==> config.mk <==
export PLATFORM = sky130hd
export DESIGN_NAME = zigzag_loss_classifier
export DESIGN_NICKNAME = d
export VERILOG_FILES = /design/src/sv/zzlc_pkg.sv /design/src/sv/zigzag_loss_classifier.sv
export SDC_FILE = /design/constraint.sdc
export NUM_CORES = 2
export LEC_CHECK = 0
export ABC_AREA = 1
export BUFFER_PORTS_ARGS = -buffer_cell sky130_fd_sc_hd__buf_2
export CORE_UTILIZATION = 60
export CTS_BUF_LIST = sky130_fd_sc_hd__clkbuf_4 sky130_fd_sc_hd__clkbuf_8
export DETAILED_ROUTE_END_ITERATION = 10
export PLACE_DENSITY = 0.82
export SYNTH_ARGS = -nofsm -noshare
export SYNTH_HDL_FRONTEND = slang
export SYNTH_SLANG_ARGS = --single-unit
==> constraint.sdc <==
create_clock -name aclk -period 8.1 [get_ports aclk]
set_input_delay 1.62 -clock aclk [delete_from_list [all_inputs] [get_ports aclk]]
set_output_delay 1.62 -clock aclk [all_outputs]
set_load 0.005 [all_outputs]
==> src/sv/zzlc_pkg.sv <==
// Shared widths, codes and state encoding for the zigzag loss classifier.
package zzlc_pkg;

    localparam int TIME_WIDTH  = 32;
    localparam int FRAC_BITS   = 16;
    localparam int SEQ_W       = 32;
    localparam int AVG_W       = TIME_WIDTH + FRAC_BITS;
    localparam int DIFF_W      = AVG_W + 1;
    localparam int CMP_W       = AVG_W + 3;
    localparam int WEIGHT_FRAC = 16;
    localparam int CFG_W       = 16;
    localparam int WGT_W       = WEIGHT_FRAC + 1;
    localparam int MUL_LO_W    = 32;
    localparam int MUL_HI_W    = DIFF_W - MUL_LO_W;
    localparam int MUL_A_W     = MUL_LO_W + 1;
    localparam int MUL_B_W     = WGT_W + 1;
    localparam int PROD_W      = MUL_A_W + MUL_B_W;
    localparam int SH_W        = MUL_LO_W - WEIGHT_FRAC;
    localparam int PDATA_W     = 32;
    localparam int PADDR_W     = 3;
    localparam int REG_IDX_W   = PADDR_W - 2;

    localparam logic [CFG_W-1:0]     AVG_WEIGHT_RESET = CFG_W'(2048);
    localparam logic [CFG_W-1:0]     WEIGHT_HALF      = CFG_W'(32768);
    localparam logic [WGT_W-1:0]     WEIGHT_ONE       = WGT_W'(65536);
    localparam logic [REG_IDX_W-1:0] REG_AVG_WEIGHT   = REG_IDX_W'(0);

    typedef enum logic [1:0] {
        LOSS_NONE       = 2'd0,
        LOSS_WIRELESS   = 2'd1,
        LOSS_CONGESTION = 2'd2
    } loss_class_t;

    typedef enum logic [1:0] {
        GAP_ZERO   = 2'd0,
        GAP_NARROW = 2'd1,
        GAP_WIDE   = 2'd2
    } gap_kind_t;

    typedef enum logic [8:0] {
        ST_IDLE   = 9'b000000001,
        ST_MUL_LO = 9'b000000010,
        ST_MUL_HI = 9'b000000100,
        ST_ACC    = 9'b000001000,
        ST_DIFF   = 9'b000010000,
        ST_ABS    = 9'b000100000,
        ST_SUB    = 9'b001000000,
        ST_THR    = 9'b010000000,
        ST_CMP    = 9'b100000000
    } state_t;

endpackage

==> src/sv/zigzag_loss_classifier.sv <==
// Zigzag loss classifier: running trip and deviation averages with a shared multiplier.
// First packet after reset: IDLE goes straight to CMP, skipping both average updates.
// Later packets: MUL_LO, MUL_HI, ACC, DIFF, ABS, SUB, MUL_LO, MUL_HI, ACC, THR, CMP.
// One 33x18 multiplier takes two passes per average; s_ready is high only in IDLE.
// A held result stalls the final compare step until it is taken.
// Reset (aresetn, synchronous, active low) clears history and sets the weight to 2048.
module zigzag_loss_classifier
    import zzlc_pkg::*;
(
    input  logic                        aclk,
    input  logic                        aresetn,
    input  logic                        psel,
    input  logic                        penable,
    input  logic                        pwrite,
    input  logic [PADDR_W-1:0]          paddr,
    input  logic [PDATA_W-1:0]          pwdata,
    output logic [PDATA_W-1:0]          prdata,
    output logic                        pready,
    input  logic                        s_valid,
    output logic                        s_ready,
    input  logic [SEQ_W-1:0]            s_seq_id,
    input  logic signed [TIME_WIDTH-1:0] s_trip_time,
    output logic                        m_valid,
    input  logic                        m_ready,
    output logic [1:0]                  m_loss_class
);

    state_t                     state_reg, state_next;
    logic                       started_reg;
    logic                       m_valid_reg;
    loss_class_t                m_class_reg;
    logic [CFG_W-1:0]           alpha_reg;

    logic                       pass_reg;
    gap_kind_t                  gap_kind_reg;
    logic [SEQ_W-1:0]           last_seq_reg;
    logic signed [TIME_WIDTH-1:0] x_reg;
    logic [AVG_W-1:0]           trip_avg_reg;
    logic [AVG_W-1:0]           dev_avg_reg;
    logic signed [DIFF_W-1:0]   diff_reg;
    logic [AVG_W-1:0]           abs_reg;
    logic signed [PROD_W-1:0]   prod_reg;
    logic [AVG_W-1:0]           part_reg;
    logic signed [CMP_W-1:0]    thr_reg;

    logic                       in_req;
    logic                       out_load;
    logic                       cfg_wr;
    logic [REG_IDX_W-1:0]       reg_idx;
    logic [AVG_W-1:0]           xq_in;
    logic [AVG_W-1:0]           xq_held;
    logic signed [DIFF_W-1:0]   diff_in;
    logic signed [DIFF_W-1:0]   diff_held;
    logic signed [DIFF_W-1:0]   neg_diff;
    logic [SEQ_W-1:0]           gap;
    gap_kind_t                  gap_kind;
    logic [WGT_W-1:0]           avg_w;
    logic [WGT_W-1:0]           dev_w;
    logic signed [MUL_A_W-1:0]  mul_a;
    logic signed [MUL_B_W-1:0]  mul_b;
    logic signed [PROD_W-1:0]   mul_p;
    logic [AVG_W-1:0]           avg_sel;
    logic [AVG_W-1:0]           avg_new;
    logic [CMP_W-1:0]           dev_term;
    logic signed [CMP_W-1:0]    x_cmp;
    loss_class_t                cls;

    assign pready       = 1'b1;
    assign s_ready      = (state_reg == ST_IDLE);
    assign m_valid      = m_valid_reg;
    assign m_loss_class = m_class_reg;

    assign in_req   = s_valid & s_ready;
    assign out_load = (state_reg == ST_CMP) && (!m_valid_reg || m_ready);
    assign cfg_wr   = psel & penable & pwrite;
    assign reg_idx  = paddr[PADDR_W-1:2];

    always_comb begin
        unique case (reg_idx)
            REG_AVG_WEIGHT: prdata = PDATA_W'(alpha_reg);
            default:        prdata = '0;
        endcase
    end

    assign xq_in     = {s_trip_time, {FRAC_BITS{1'b0}}};
    assign xq_held   = {x_reg, {FRAC_BITS{1'b0}}};
    assign diff_in   = $signed({xq_in[AVG_W-1], xq_in})
                     - $signed({trip_avg_reg[AVG_W-1], trip_avg_reg});
    assign diff_held = $signed({xq_held[AVG_W-1], xq_held})
                     - $signed({trip_avg_reg[AVG_W-1], trip_avg_reg});
    assign neg_diff  = -diff_reg;

    assign gap = s_seq_id - last_seq_reg - SEQ_W'(1);

    always_comb begin
        if (!started_reg || gap == '0) begin
            gap_kind = GAP_ZERO;
        end else if (gap == SEQ_W'(1) || gap == SEQ_W'(3)) begin
            gap_kind = GAP_NARROW;
        end else begin
            gap_kind = GAP_WIDE;
        end
    end

    assign avg_w = {1'b0, alpha_reg};
    assign dev_w = (alpha_reg > WEIGHT_HALF) ? WEIGHT_ONE : {alpha_reg, 1'b0};

    assign mul_a = (state_reg == ST_MUL_LO)
                 ? $signed({1'b0, diff_reg[MUL_LO_W-1:0]})
                 : $signed({{(MUL_A_W-MUL_HI_W){diff_reg[DIFF_W-1]}},
                            diff_reg[DIFF_W-1:MUL_LO_W]});
    assign mul_b = $signed({1'b0, pass_reg ? dev_w : avg_w});
    assign mul_p = mul_a * mul_b;

    assign avg_sel = pass_reg ? dev_avg_reg : trip_avg_reg;
    assign avg_new = part_reg + {prod_reg[AVG_W-SH_W-1:0], {SH_W{1'b0}}};

    assign dev_term = (gap_kind_reg == GAP_NARROW)
                    ? {2'b00, dev_avg_reg, 1'b0}
                    : {3'b000, dev_avg_reg};
    assign x_cmp    = $signed({{2{x_reg[TIME_WIDTH-1]}}, x_reg, {(FRAC_BITS+1){1'b0}}});

    always_comb begin
        if (gap_kind_reg == GAP_ZERO) begin
            cls = LOSS_NONE;
        end else if (x_cmp < thr_reg) begin
            cls = LOSS_WIRELESS;
        end else begin
            cls = LOSS_CONGESTION;
        end
    end

    always_comb begin
        state_next = state_reg;
        unique case (state_reg)
            ST_IDLE: begin
                if (in_req) begin
                    state_next = started_reg ? ST_MUL_LO : ST_CMP;
                end
            end
            ST_MUL_LO: state_next = ST_MUL_HI;
            ST_MUL_HI: state_next = ST_ACC;
            ST_ACC:    state_next = pass_reg ? ST_THR : ST_DIFF;
            ST_DIFF:   state_next = ST_ABS;
            ST_ABS:    state_next = ST_SUB;
            ST_SUB:    state_next = ST_MUL_LO;
            ST_THR:    state_next = ST_CMP;
            ST_CMP: begin
                if (out_load) begin
                    state_next = ST_IDLE;
                end
            end
            default:   state_next = ST_IDLE;
        endcase
    end

    always_ff @(posedge aclk) begin
        if (!aresetn) begin
            state_reg   <= ST_IDLE;
            started_reg <= 1'b0;
            m_valid_reg <= 1'b0;
            alpha_reg   <= AVG_WEIGHT_RESET;
        end else begin
            state_reg <= state_next;
            if (in_req) begin
                started_reg <= 1'b1;
            end
            if (out_load) begin
                m_valid_reg <= 1'b1;
            end else if (m_ready) begin
                m_valid_reg <= 1'b0;
            end
            if (cfg_wr && reg_idx == REG_AVG_WEIGHT) begin
                alpha_reg <= pwdata[CFG_W-1:0];
            end
        end
    end

    always_ff @(posedge aclk) begin
        case (state_reg)
            ST_IDLE: begin
                if (in_req) begin
                    x_reg        <= s_trip_time;
                    last_seq_reg <= s_seq_id;
                    gap_kind_reg <= gap_kind;
                    pass_reg     <= 1'b0;
                    diff_reg     <= diff_in;
                    if (!started_reg) begin
                        trip_avg_reg <= xq_in;
                        dev_avg_reg  <= '0;
                    end
                end
            end
            ST_MUL_LO: begin
                prod_reg <= mul_p;
            end
            ST_MUL_HI: begin
                part_reg <= avg_sel
                          + AVG_W'(prod_reg[MUL_LO_W+WGT_W-1:WEIGHT_FRAC]);
                prod_reg <= mul_p;
            end
            ST_ACC: begin
                if (pass_reg) begin
                    dev_avg_reg <= avg_new;
                end else begin
                    trip_avg_reg <= avg_new;
                end
            end
            ST_DIFF: begin
                diff_reg <= diff_held;
            end
            ST_ABS: begin
                abs_reg <= diff_reg[DIFF_W-1] ? neg_diff[AVG_W-1:0] : diff_reg[AVG_W-1:0];
            end
            ST_SUB: begin
                diff_reg <= $signed({1'b0, abs_reg}) - $signed({1'b0, dev_avg_reg});
                pass_reg <= 1'b1;
            end
            ST_THR: begin
                thr_reg <= $signed({{2{trip_avg_reg[AVG_W-1]}}, trip_avg_reg, 1'b0})
                         - $signed(dev_term);
            end
            ST_CMP: begin
                if (out_load) begin
                    m_class_reg <= cls;
                end
            end
            default: begin
            end
        endcase
    end

`ifndef SYNTHESIS
    a_first_seed: assert property (@(posedge aclk) disable iff (!aresetn)
        (in_req && !started_reg) |=> (state_reg == ST_CMP && gap_kind_reg == GAP_ZERO))
        else $error("first packet did not go straight to classification");

    a_started_sticky: assert property (@(posedge aclk) disable iff (!aresetn)
        started_reg |=> started_reg)
        else $error("history flag dropped without reset");

    a_dev_pass_end: assert property (@(posedge aclk) disable iff (!aresetn)
        (state_reg == ST_ACC && pass_reg) |=> (state_reg == ST_THR))
        else $error("deviation update not followed by threshold step");

    a_cmp_stall: assert property (@(posedge aclk) disable iff (!aresetn)
        (state_reg == ST_CMP && m_valid_reg && !m_ready) |=> (state_reg == ST_CMP))
        else $error("classification left while result held");

    a_one_request: assert property (@(posedge aclk) disable iff (!aresetn)
        in_req |=> !s_ready)
        else $error("request taken while previous one in progress");
`endif

endmodule

==> impl_metrics.csv <==
group,metric,value,unit
status,status,"completed",
timing,fin_tns_setup,0,ns
global_route,grt-ovfl-total,0,
timing,final.setup.worst_slack,0.2960,ns
clocking,cts_root_buf,"clkbuf_8",
synthesis,synthMuxAreaShare,0,
place,io_buffers,107,
global_route,antenna_found_initial,4,
timing,hold_viol,0,
global_route,grt_max_degree,97,
critical_path,rr_startpoint,"state_reg[8]$_SDFFE_PN0P_",
power_and_ir_drop,pwr-share-comb,0.726,
hold_path,hold_path.class,"reg2reg",
place,gp_congestion,1.092,
floorplan,rows,108,
finish,nets,7983,
clocking,htreeDepth,3,
timing,min_period,7.804,ns
routing,ant_nets,0,
clocking,clock-sinks,437,
critical_path,ff2ff_path_depth,29,
synthesis,synth_edf_count,410,
critical_path,cp_num_cells,29,
timing,clock.fmax,128.1,MHz
critical_path,crit_slowest_cell,"fa_1",
global_route,grt_pass1_vias,47210,
timing,fin_crit_sh,0.9635,
floorplan,core_area,0.08716,mm2
routing,first_pass_iters,9,
timing,maxSlewHeadroom,0.04877,
routing,drt-initial-drc-count,5103,
critical_path,critPathLaunchType,"flop",
synthesis,synth-seq-cells,437,
routing,drc,0,
timing,finClkSkew,0.06580,ns
synthesis,synth_adder_area_share,0.2879,
clocking,clkLatencyLatePin,0.76,ns
finish,final_cell_area,0.05675,mm2
critical_path,rrSetupSlack,0.30,ns
routing,vias,47910,
finish,syn_to_final_growth,6.887,%
critical_path,setup.worst_path.end_class,"flop",
global_route,track_usage,0.3994,
power_and_ir_drop,switching_power,0.01315,W
finish,fillers,7504,
clocking,cts.clk_slew.worst_paths,0.06,ns
routing,routedWlPerCell,21.75,um
synthesis,syn_area_per_cell,7.750,um2
power_and_ir_drop,p_sw_frac,0.5538,
finish,final_layout_size_suffix_gt1_frac,0.06748,
floorplan,dieArea,0.08968,mm2
clocking,cts_tree,"done",
synthesis,synth_largest_area_cell,"edfxtp_1",
critical_path,crit_family,"adder cells",
critical_path,worstSetupPathType,"reg2reg",
routing,wl,178200,um
clocking,cts_made_buffers,81,
run,drv_cap,0,
power_and_ir_drop,ir_worst_vdd,0.3877,mV
hold_path,hold_path_depth,2,
critical_path,path_buf_inv,8,
timing,rsz0062_at_grt,"no",
critical_path,cp_slowest_stage_delay,0.76,ns
synthesis,synth_simple_gate_area_share,0.2042,
global_route,grt_pass1_wl,269000,um
synthesis,netlist.area_leader.share,0.2319,
synthesis,synth_xor_area_frac,0.03712,
power_and_ir_drop,intPower,0.01059,W
synthesis,yosysWarnings,0,
synthesis,syn_inst,6850,
floorplan,die_w,299.5,um
critical_path,startpoint,"state_reg[8]$_SDFFE_PN0P_",
floorplan,ioPinCount,143,
critical_path,path_max_fanout,24,
timing,tightest_slew,1.412,ns
floorplan,die_h,299.5,um
power_and_ir_drop,power_leakage,27.51,nW
synthesis,synth-async-reset-ratio,0,
critical_path,crit_required,8.58,ns
critical_path,critPathCapture,"prod_reg[45]$_DFFE_PP_",
synthesis,synthFlopType,"edfxtp_1",
place,dp_hpwl,145600,um
synthesis,synth_top_family_by_area,"adder cells",
finish,multi_input_area,0.03429,mm2
power_and_ir_drop,share_seq_of_total_power,0.177,
clocking,cts_max_path_buffers,3,
power_and_ir_drop,clkPwrFrac,0.096,
critical_path,timing.rr.end,"prod_reg[45]$_DFFE_PP_",
finish,largest_register_ffs,51,
synthesis,synth_area_leaders,"edfxtp_1 (23%), fa_1 (20%), inv_1 (9.9%), nand2_1 (9.3%), ha_1 (8.8%)",
power_and_ir_drop,power_density,418.3,mW/mm2
clocking,cts_hold_buf,0,
floorplan,initial_utilization,0.6091,
timing,setup_viol,0,
synthesis,synth-compound-area-share,0.1137,
synthesis,yosys.cell_types.count,69,
critical_path,cp_data_arrival_time,8.28,ns
place,place_area,0.05501,mm2
synthesis,syn-cell-area,0.05309,mm2
timing,drv_slew,0,
synthesis,ys_seq_area_frac,0.2421,
finish,seqCellArea,0.01285,mm2
routing,via_per_inst,5.846,
place,dp_slack,0.3417,ns
## layout by cell type (no fill, tap or decap), drive strengths merged, types with 6 or more instances in the layout
cell,instances
nor4,40
o21bai,16
edfxtp,410
nand4,58
clkinv,37
xnor2,78
buf,175
nand2,1324
o21ai,441
nand3,194
dfxtp,27
clkbuf,109
o22ai,16
conb,17
nor3,88
and3,8
o211ai,11
o21a,27
ha,375
or2,11
nor2,882
nand3b,11
fa,529
inv,1430
a31oi,56
o31ai,7
a21boi,14
xor2,147
a21o,46
clkinvlp,6
a211oi,6
a21oi,412
nor3b,6
## cells by family (layout without fill, tap and decap cells)
kind of cell,Yosys count,in the layout
other,2,19
adders and majority gates,904,904
DFF,437,437
buffers and inverters,1586,1760
AOI/OAI and AO/OA,1069,1069
xor gates and xnor gates,225,225
and+or+nand+nor,2627,2627
## power groups by stage
| stage | logic (W) | clock network [W] | registers (W) |
|---|---|---|---|
| after CTS | 0.0168 | 0.00230 | 0.00417 |
| after global routing | 0.0188 | 0.00239 | 0.00423 |
| final | 0.0172 | 0.00229 | 0.00421 |
| after detailed placement | 0.0167 | 0 | 0.00421 |
| after floorplan | 0.0116 | 0 | 0.00399 |
| after global placement | 0.0163 | 0 | 0.00420 |
## worst min-delay path by stage
stage,startpoint,end,slack [ns]
global route,alpha_reg[7]$_SDFFE_PN0P_,alpha_reg[7]$_SDFFE_PN0P_,0.57
floorplan,alpha_reg[10]$_SDFFE_PN0P_,alpha_reg[10]$_SDFFE_PN0P_,0.47
CTS,alpha_reg[8]$_SDFFE_PN0P_,alpha_reg[8]$_SDFFE_PN0P_,0.54
global placement,alpha_reg[8]$_SDFFE_PN0P_,alpha_reg[8]$_SDFFE_PN0P_,0.52
finish,alpha_reg[8]$_SDFFE_PN0P_,alpha_reg[8]$_SDFFE_PN0P_,0.55
detailed placement,alpha_reg[8]$_SDFFE_PN0P_,alpha_reg[8]$_SDFFE_PN0P_,0.53
## Yosys cell counts (4+ instances only)
master    count
dfxtp_1      27
nand3b_1     11
fa_1        529
nor3b_1       6
o31ai_1       7
or2_1         4
buf_1         7
a21oi_2      14
a21boi_0     12
inv_2        29
and3_1        8
inv_1      1400
nand2_2      13
nand3_1     186
o21ai_1      25
edfxtp_1    410
xor2_1      147
buf_4        22
nand3_2       7
o21a_1       27
o21ai_2      33
nor3_1       80
o211ai_1      9
o21ai_0     382
buf_2        46
nor4_1       38
a21o_1       46
o221ai_1      4
a21oi_1     397
nor3_2        5
clkbuf_1     74
nor2_1      864
a211oi_1      6
nand4_1      56
o22ai_1      16
nor2_2       14
ha_1        375
nand2_1    1310
or2_2         7
clkinv_1      7
a31oi_1      56
o21bai_1     16
nor2_4        4
xnor2_1      78
## routing by layer
layer  track usage  routed length (um)  up-vias  part of all wire
met2        0.6178               78150     2756              0.44
li1              -                   -    21920                 -
met3        0.1019               20570      698              0.12
met4        0.2743               14650        2             0.082
met1        0.4919               64850    22530              0.36
met5             0                   9        -          0.000050
## tightest hold or removal path, cell delays in order (launching register included)
cell and delay [ns]:
dfxtp_1 0.31, inv_1 0.11, a21oi_1 0.08
## timing repair
action,CTS,global route
setup endpoints to repair,0,12
resized for setup,0,12
buffers inserted,0,0
## cell type report
cell class,instances,share of cell area
multi-input combinational,4842,0.6043
sequential,437,0.2265
inverter,1436,0.09503
tap,1155,0.02547
clock buffer,109,0.02445
timing repair buffer,175,0.01887
clock inverter,40,0.005292
antenna,2,0.00008820
## through the flow
| step | utilization | total power, W | instances | hold WS [ns] |
|---|---|---|---|---|
| floorplan | - | 0.01559 | 6865 | 0.4733 |
| global route | 0.6511 | 0.02546 | 8196 | 0.5666 |
| global placement | 0.6312 | 0.02054 | 8045 | 0.5227 |
| finish | 0.6511 | 0.02374 | 8196 | 0.5469 |
| CTS | 0.6505 | 0.02330 | 8194 | 0.5381 |
| detailed placement | 0.6312 | 0.02089 | 8045 | 0.5282 |
Note: power is estimated with default switching activity, not from simulation.
